`src/rtl/core/rbnh_pkg.sv`:
```
// shared types and constants for the ray / box nearest hit block
package rbnh_pkg;

	localparam int COORD_W   = 32;
	localparam int INV_W     = 48;
	localparam int CFG_W     = 48;
	localparam int CFG_IDX_W = 3;
	localparam int ID_BITS   = 16;
	localparam int DIST_W    = 32;
	localparam int LO_W      = 24;
	localparam int HI_W      = INV_W - LO_W;
	localparam int PROD_W    = COORD_W + LO_W;
	localparam int T_W       = PROD_W + 1;

	localparam logic signed [T_W-1:0] T_INF = {1'b0, {(T_W-1){1'b1}}};

	typedef enum logic [CFG_IDX_W-1:0] {
		REG_ORIGIN_X,
		REG_ORIGIN_Y,
		REG_ORIGIN_Z,
		REG_INV_DIR_X,
		REG_INV_DIR_Y,
		REG_INV_DIR_Z,
		REG_PARALLEL_MASK
	} cfg_reg_t;

	typedef struct packed {
		logic signed [T_W-1:0] t_near;
		logic signed [T_W-1:0] t_far;
		logic                  reject;
	} slab_t;

	typedef struct packed {
		logic [ID_BITS-1:0] id;
		logic               last;
	} tag_t;

endpackage

```
`src/rtl/core/rbnh_best.sv`:
```
// running nearest hit and result register
module rbnh_best (
	input  logic                                  clk,
	input  logic                                  arst_n,
	input  logic                                  take,
	input  logic signed [rbnh_pkg::T_W-1:0]       entry,
	input  logic signed [rbnh_pkg::T_W-1:0]       exit_t,
	input  logic                                  reject,
	input  rbnh_pkg::tag_t                        tag,
	input  logic                                  hit_ready,
	output logic                                  hit_valid,
	output logic                                  found,
	output logic [rbnh_pkg::ID_BITS-1:0]          nearest_id,
	output logic [rbnh_pkg::DIST_W-1:0]           nearest_distance
);

	localparam int TW = rbnh_pkg::T_W;
	localparam int DW = rbnh_pkg::DIST_W;

	logic                            any_q;
	logic [DW-1:0]                   best_dist_q;
	logic [rbnh_pkg::ID_BITS-1:0]    best_id_q;

	logic                            hit, upd, nb_any;
	logic [DW-1:0]                   sat_dist, nb_dist;
	logic [rbnh_pkg::ID_BITS-1:0]    nb_id;

	assign hit      = !reject && (exit_t >= entry) && !exit_t[TW-1];
	assign sat_dist = (|entry[TW-1:DW]) ? {DW{1'b1}} : entry[DW-1:0];
	assign upd      = hit && (!any_q || sat_dist < best_dist_q);
	assign nb_any   = any_q || hit;
	assign nb_dist  = upd ? sat_dist : best_dist_q;
	assign nb_id    = upd ? tag.id : best_id_q;

	always_ff @(posedge clk or negedge arst_n) begin
		if (!arst_n) begin
			any_q       <= 1'b0;
			best_dist_q <= '1;
			best_id_q   <= '0;
			hit_valid   <= 1'b0;
		end else begin
			if (hit_valid && hit_ready) begin
				hit_valid <= 1'b0;
			end
			if (take) begin
				if (tag.last) begin
					hit_valid   <= 1'b1;
					any_q       <= 1'b0;
					best_dist_q <= '1;
					best_id_q   <= '0;
				end else begin
					any_q       <= nb_any;
					best_dist_q <= nb_dist;
					best_id_q   <= nb_id;
				end
			end
		end
	end

	always_ff @(posedge clk) begin
		if (take && tag.last) begin
			found            <= nb_any;
			nearest_id       <= nb_any ? nb_id : '0;
			nearest_distance <= nb_dist;
		end
	end

	a_last_emits: assert property (@(posedge clk) disable iff (!arst_n)
		take && tag.last |=> hit_valid && !any_q && best_dist_q == '1 && best_id_q == '0)
		else $error("last item did not emit and clear");

	a_no_overrun: assert property (@(posedge clk) disable iff (!arst_n)
		take && tag.last |-> !hit_valid || hit_ready)
		else $error("result overwritten before taken");

	a_none_found: assert property (@(posedge clk) disable iff (!arst_n)
		hit_valid && !found |-> nearest_id == '0 && nearest_distance == '1)
		else $error("empty result carries id or distance");

	a_best_only_shrinks: assert property (@(posedge clk) disable iff (!arst_n)
		take && !tag.last && any_q |=> best_dist_q <= $past(best_dist_q))
		else $error("kept distance grew");

endmodule

```
`config.mk`:
```
export PLATFORM = sky130hd
export DESIGN_NAME = rbnh_best
export DESIGN_NICKNAME = d
export VERILOG_FILES = /design/src/rtl/core/rbnh_pkg.sv /design/src/rtl/core/rbnh_best.sv
export SDC_FILE = /design/constraint.sdc
export NUM_CORES = 1
export LEC_CHECK = 0
export BUFFER_PORTS_ARGS = -buffer_cell sky130_fd_sc_hd__buf_2
export CAP_MARGIN = 20
export CORE_ASPECT_RATIO = 0.5
export CORE_UTILIZATION = 40
export DETAILED_ROUTE_END_ITERATION = 10
export SLEW_MARGIN = 20
export SYNTH_ARGS = -nofsm -noshare
export SYNTH_HDL_FRONTEND = slang
export SYNTH_SLANG_ARGS = --single-unit
export TNS_END_PERCENT = 10
```
`constraint.sdc`:
```
create_clock -name clk -period 8.1 [get_ports clk]
set_clock_uncertainty 0.2 [all_clocks]
set_input_delay 1.215 -clock clk [delete_from_list [all_inputs] [get_ports clk]]
set_output_delay 1.215 -clock clk [all_outputs]
set_load 0.01 [all_outputs]
```
Word-level counts from Yosys, hierarchy flattened

Index checks and enable logic that the tools add are counted.

Output and inout bits: 50
Logic and storage cells: 29
Register bits after elaboration: 99
Input port bits: 136

Multiplexer cells: 9
Reductions and logical operators: 11
$lt $le $gt $ge: 2

Operators by type and width:

| operator                    | count |
|---|---|
| 32-bit 2-to-1 mux           | 3 |
| 57-bit >= comparator        | 1 |
| 32-bit less-than comparator | 1 |
| 16-bit 2-to-1 mux           | 2 |
| 25-bit OR reduction         | 1 |
| 1-bit logical AND           | 5 |
| 1-bit 2-to-1 mux            | 4 |
| 1-bit logical NOT           | 3 |
| 1-bit logical OR            | 2 |

Logic depth before layout (Yosys ltp)

Word-level depth: 7
Depth in mapped cells: 17
Mapped depth without buffers: 14

Worst setup path after synthesis

OpenSTA, ideal clock, no wires.

Path type: input -> register
Start: in entry[44] (netlist name)
End: reg nearest_id[10] (netlist name) (data pin)
Required time: 7.644 ns
Stages on the path: 17
Buffers on the path: 3
Library setup time: 0.256 ns
Arrival time: 4.495 ns
Slack: 3.149 ns
Cell sequence: nor4_1 -> nand4_1 -> nor2_1 -> clkbuf_1 -> nand2_1 -> ha_1 -> a21o_1 -> a21o_1 -> a221o_1 -> a21o_1 -> o31ai_1 -> nand2_1 -> a21oi_2 -> o21ba_2 -> buf_2 -> buf_2 -> a22o_1

Longest elaborated chain between the ends: 6
Elaborated cells on any way between the ends: 10
Those cells by class: 2 x order compare; 2 x mux; 6 x reduce/logical

Ends and longest elaborated chain:

| element                     | line            | text |
|---|---|---|
| from (decl)                 | rbnh_best.sv:6  | `input logic signed [rbnh_pkg::T_W-1:0] entry,` |
| 25-bit OR reduction         | rbnh_best.sv:29 | `assign sat_dist = (\|entry[TW-1:DW]) ? {DW{1'b1}} : entry[DW-1:0];` |
| 32-bit 2-to-1 mux           | rbnh_best.sv:29 |  |
| 32-bit less-than comparator | rbnh_best.sv:30 | `assign upd = hit && (!any_q \|\| sat_dist < best_dist_q);` |
| 1-bit logical OR            | rbnh_best.sv:30 |  |
| 1-bit logical AND           | rbnh_best.sv:30 |  |
| 16-bit 2-to-1 mux           | rbnh_best.sv:33 | `assign nb_id = upd ? tag.id : best_id_q;` |
| to (signal assigned)        | rbnh_best.sv:63 | `nearest_id <= nb_any ? nb_id : '0;` |
| to (decl)                   | rbnh_best.sv:13 | `output logic [rbnh_pkg::ID_BITS-1:0] nearest_id,` |

Several ways; a longest one is shown, not always the timed one.
A chain may end at the register's enable or synchronous reset.

Worst setup path in the final report

Start: in entry[44] (netlist name)
End: reg best_dist_q[8]

Longest elaborated chain between the ends: 7
Elaborated cells on any way between the ends: 10
Those cells by class: 2 x order compare; 3 x mux; 5 x reduce/logical

Ends and longest elaborated chain:

| element                     | line            | text |
|---|---|---|
| 25-bit OR reduction         | rbnh_best.sv:29 |  |
| 32-bit 2-to-1 mux           | rbnh_best.sv:29 |  |
| 32-bit less-than comparator | rbnh_best.sv:30 |  |
| 1-bit logical OR            | rbnh_best.sv:30 |  |
| 1-bit logical AND           | rbnh_best.sv:30 |  |
| 32-bit 2-to-1 mux *         | rbnh_best.sv:32 | `assign nb_dist = upd ? sat_dist : best_dist_q;` |
| 32-bit 2-to-1 mux *         | rbnh_best.sv:46 | `if (tag.last) begin` |
| to (signal assigned)        | rbnh_best.sv:53 | `best_dist_q <= nb_dist;` |
| to (decl)                   | rbnh_best.sv:21 | `logic [DW-1:0] best_dist_q;` |

Mark *: on every way between the ends. The rest lies on a longest branch, timed or not.

==> metrics.md <==
| Metric | Value |
|---|---|
| Outcome | finished, final reports clean |
| Critical path class | in2reg |
| Via density per instance | 5.172 |
| Final Hold Vio Count | 0 |
| Mapped Avg Cell Area | 10.04 µm² |
| First-pass GRT wire length | 27210 µm |
| DRT iter0 DRCs | 258 |
| Min-Delay Endpoint | hit_valid$_DFF_PN0_ |
| Routed via count | 5415 |
| Clk buf depth | 2 |
| Total I/O pin count | 186 |
| Gr usage total | 0.2060 |
| # resized after CTS | 0 |
| Vias in the first global route | 5524 |
| Hold Crit Class | reg2reg |
| Starting Density | 0.4164 |
| Layout area overhead | 20.88% |
| Critical Path Source | entry[44] |
| Detail Placement HPWL | 12700 µm |
| Reg-to-Reg End | best_dist_q[8]$_DFFE_PN1P_ |
| Drt wl/cell | 15.87 µm |
| DRC violations left | 0 |
| Power density cells | 148.6 nW/µm² |
| Core Region | 15660 µm² |
| CP Data Required Time | 8.18 ns |
| DIE WIDTH | 182.5 µm |
| Slowest stage delay, CP | 0.63 ns |
| Die height | 92.27 µm |
| Period minus WS final | 5.835 ns |
| Post-synthesis adder-cell area fraction | 0.1689 |
| Worst-Skew Late Latency | 0.34 ns |
| Synthesized cell area | 6519 µm² |
| Reg2Reg Setup Slack | 4.02 ns |
| Sequential-to-total area share from yosys stat | 0.4238 |
| Slowest cell on crit path | o21a_2 |
| Max FO, Critical Path | 38 |
| Clock-pin slew on the worst setup and hold paths | 0.07 ns |
| Synthesis Warnings | 0 |
| Final Core Density | 0.5034 |
| Post-CTS Hold Fix Bufs | 0 |
| First drt pass iteration count | 4 |
| Hold Slack | 0.2792 ns |
| Top post-synthesis cells by area | edfxtp_1, ha_1, dfstp_2, o22a_1, dfrtp_1 |
| Fin nets | 1045 |
| Clock Sinks | 99 |
| CP Launch Type | input pin |
| Multiplexer share of the synthesized area | 0 |
| Worst endpoint data arrival time | 5.91 ns |
| Synth Area in Compound Gates | 0.2061 |
| Syn_nets | 873 |
| Worst path most repeated cell | a21o_1 |
| Max Freq | 171.4 MHz |
| Multi-input logic area | 3182 µm² |
| Least-Margin Pin Slew | 0.8632 ns |
| Final setup viols | 0 |
| XOR/XNOR Fraction of Synth Area | 0 |
| Most frequent cells in the layout | buf_2, inv_1, ha_1 |
| Setup tns final | 0 ns |
| Largest family of logic cells by synthesized area | compound AO/OA/AOI/OAI gates |
| Leak | 3.765 nW |
| Non-Filler Instances | 1047 |
| Initial antenna violation count | 0 |
| Diodes inserted | 0 |
| Max-cap viol count | 0 |
| GPL Wtd Cong | 0.8404 |
| Hold depth | 1 |
| Cell accounting for the most synthesized area | edfxtp_1 |
| Fraction of layout cells with a size suffix above 1 | 0.2990 |
| Simple-gate area share of the yosys netlist | 0.1113 |
| Seq cells post-synth | 99 |
| FF-to-FF path depth | 12 |
| Synth cell types | 44 |
| Fill cells | 1521 |
| # rows | 32 |
| Inst Count DP | 1031 |
| Full die area | 16840 µm² |
| Seq. cell area | 2763 µm² |
| Final Max Tran Viols | 0 |
| H-tree Lvls | 3 |
| CTS buffer count | 9 |
| CTS Root Buffer Type | clkbuf_16 |
| Post-Route WL | 16610 µm |
| Antenna Nets Post-Route | 0 |
| Hold_sp | hit_valid$_DFF_PN0_ |
| Slew margin rel. | 0.4228 |
| Crit path cell chain | buf_2, nor4_1, nand4_1, nor2_2, buf_4, nand2_1, ha_1, a21o_1, a21o_1, a221o_1, a21o_1, o31ai_1, nand2_1, a21oi_4, buf_4, o21a_2, o22a_1 |
| Total gr overflow | 0 |
| Maximum VDD drop | 131.3 µV |
| Synth Instances | 649 |
| Fin crit share | 0.7203 |
| Setup crit end kind | register |
| CTS tree | built |
| Largest net degree at the start of global routing | 51 |
| IO Port Bufs | 185 |
| Yosys top cell area share | 0.2257 |
| Setup bufs post-CTS | 0 |
| Commonest non-fill, non-tap cell in the layout | buf_2 |
| Unrepaired setup endpoints after global routing | no |
| Worst r2r src | best_dist_q[13]$_DFFE_PN1P_ |
routing by layer:
layer	up-vias	global-route usage	wire length, µm	part of all wire
met3	4	0.04488	916	0.055
met5	-	0	0	0
met1	2555	0.2805	7905	0.48
li1	2723	-	-	-
met2	133	0.3426	7726	0.47
met4	0	0.02941	65	0.0039
power by group:
group          switching (W)  internal [W]
combinational       0.000114     0.0000850
clock               0.000194      0.000211
sequential         0.0000121      0.000554
total               0.000321      0.000850
stage by stage:
step | instance area (µm²) | setup WS [ns] | power [W]
final | 7880 | 2.265 | 0.001171
after global routing | 7880 | 1.835 | 0.001234
after CTS | 7880 | 2.278 | 0.001185
after detailed placement | 7605 | 1.939 | 0.0007764
after global placement | 7605 | 2.023 | 0.0007701
after floorplan | 6519 | 3.149 | 0.0006925
Yosys cell counts:
master	count
a22o_1	16
edfxtp_1	49
o221ai_1	16
a21oi_2	1
buf_4	8
a21oi_1	29
a221o_1	1
o21ai_1	1
a21o_1	11
dfrtp_1	18
o2111ai_1	1
o21ai_0	21
a31o_1	1
a221oi_1	1
o22a_1	64
inv_1	110
dfstp_2	32
ha_1	88
clkbuf_1	13
o21a_2	1
nand4b_4	1
a2111o_1	1
nor4_1	6
or2_2	2
nand2b_1	2
nand4_1	12
o22ai_1	1
o21ba_2	1
nor2b_1	2
or3_1	18
a211o_1	2
nor3_1	6
nor2_1	14
nand3_1	28
nand2_1	49
o41ai_1	1
o211ai_1	1
a211oi_1	4
buf_6	3
o31ai_1	1
a31oi_1	2
and4_1	3
and2_1	1
buf_2	6
area by class of cell:
cell class	count	area share
multi-input cells	410	0.4038
flip-flops and latches	99	0.3506
inverters	110	0.05240
repair buffers	191	0.1232
clock inverters	7	0.006351
well taps	221	0.03509
clock buffers	9	0.02858
sequential cells by signal, summed over array words and instances, names as in the netlist:
signal / cells
best_dist_q: 32
nearest_distance: 32
best_id_q: 16
nearest_id: 16
any_q: 1
found: 1
hit_valid: 1
worst max path at each step:
stage / cells past startpoint / end
global route: 17 / best_dist_q[28]$_DFFE_PN1P_
CTS: 17 / best_dist_q[8]$_DFFE_PN1P_
finish: 17 / best_dist_q[8]$_DFFE_PN1P_
detailed placement: 17 / best_dist_q[8]$_DFFE_PN1P_
floorplan: 17 / nearest_id[10]$_SDFFCE_PN0P_
global placement: 17 / best_dist_q[0]$_DFFE_PN1P_
worst max-delay path, delay by kind of cell:
family	cells	cell delay, ns
AOI/OAI and AO/OA	8	2.35
adders and majority gates	1	0.29
buffers and inverters	3	0.92
and+or+nand+nor	5	1.11
kinds of logic (layout without fill, tap and decap cells):
family / after synthesis / count (layout)
AOI/OAI and AO/OA: 178 / 178
and+or+nand+nor: 144 / 144
buffers and inverters: 140 / 317
DFF: 99 / 99
adders and majority gates: 88 / 88
Note: power is estimated with default switching activity, not from simulation.
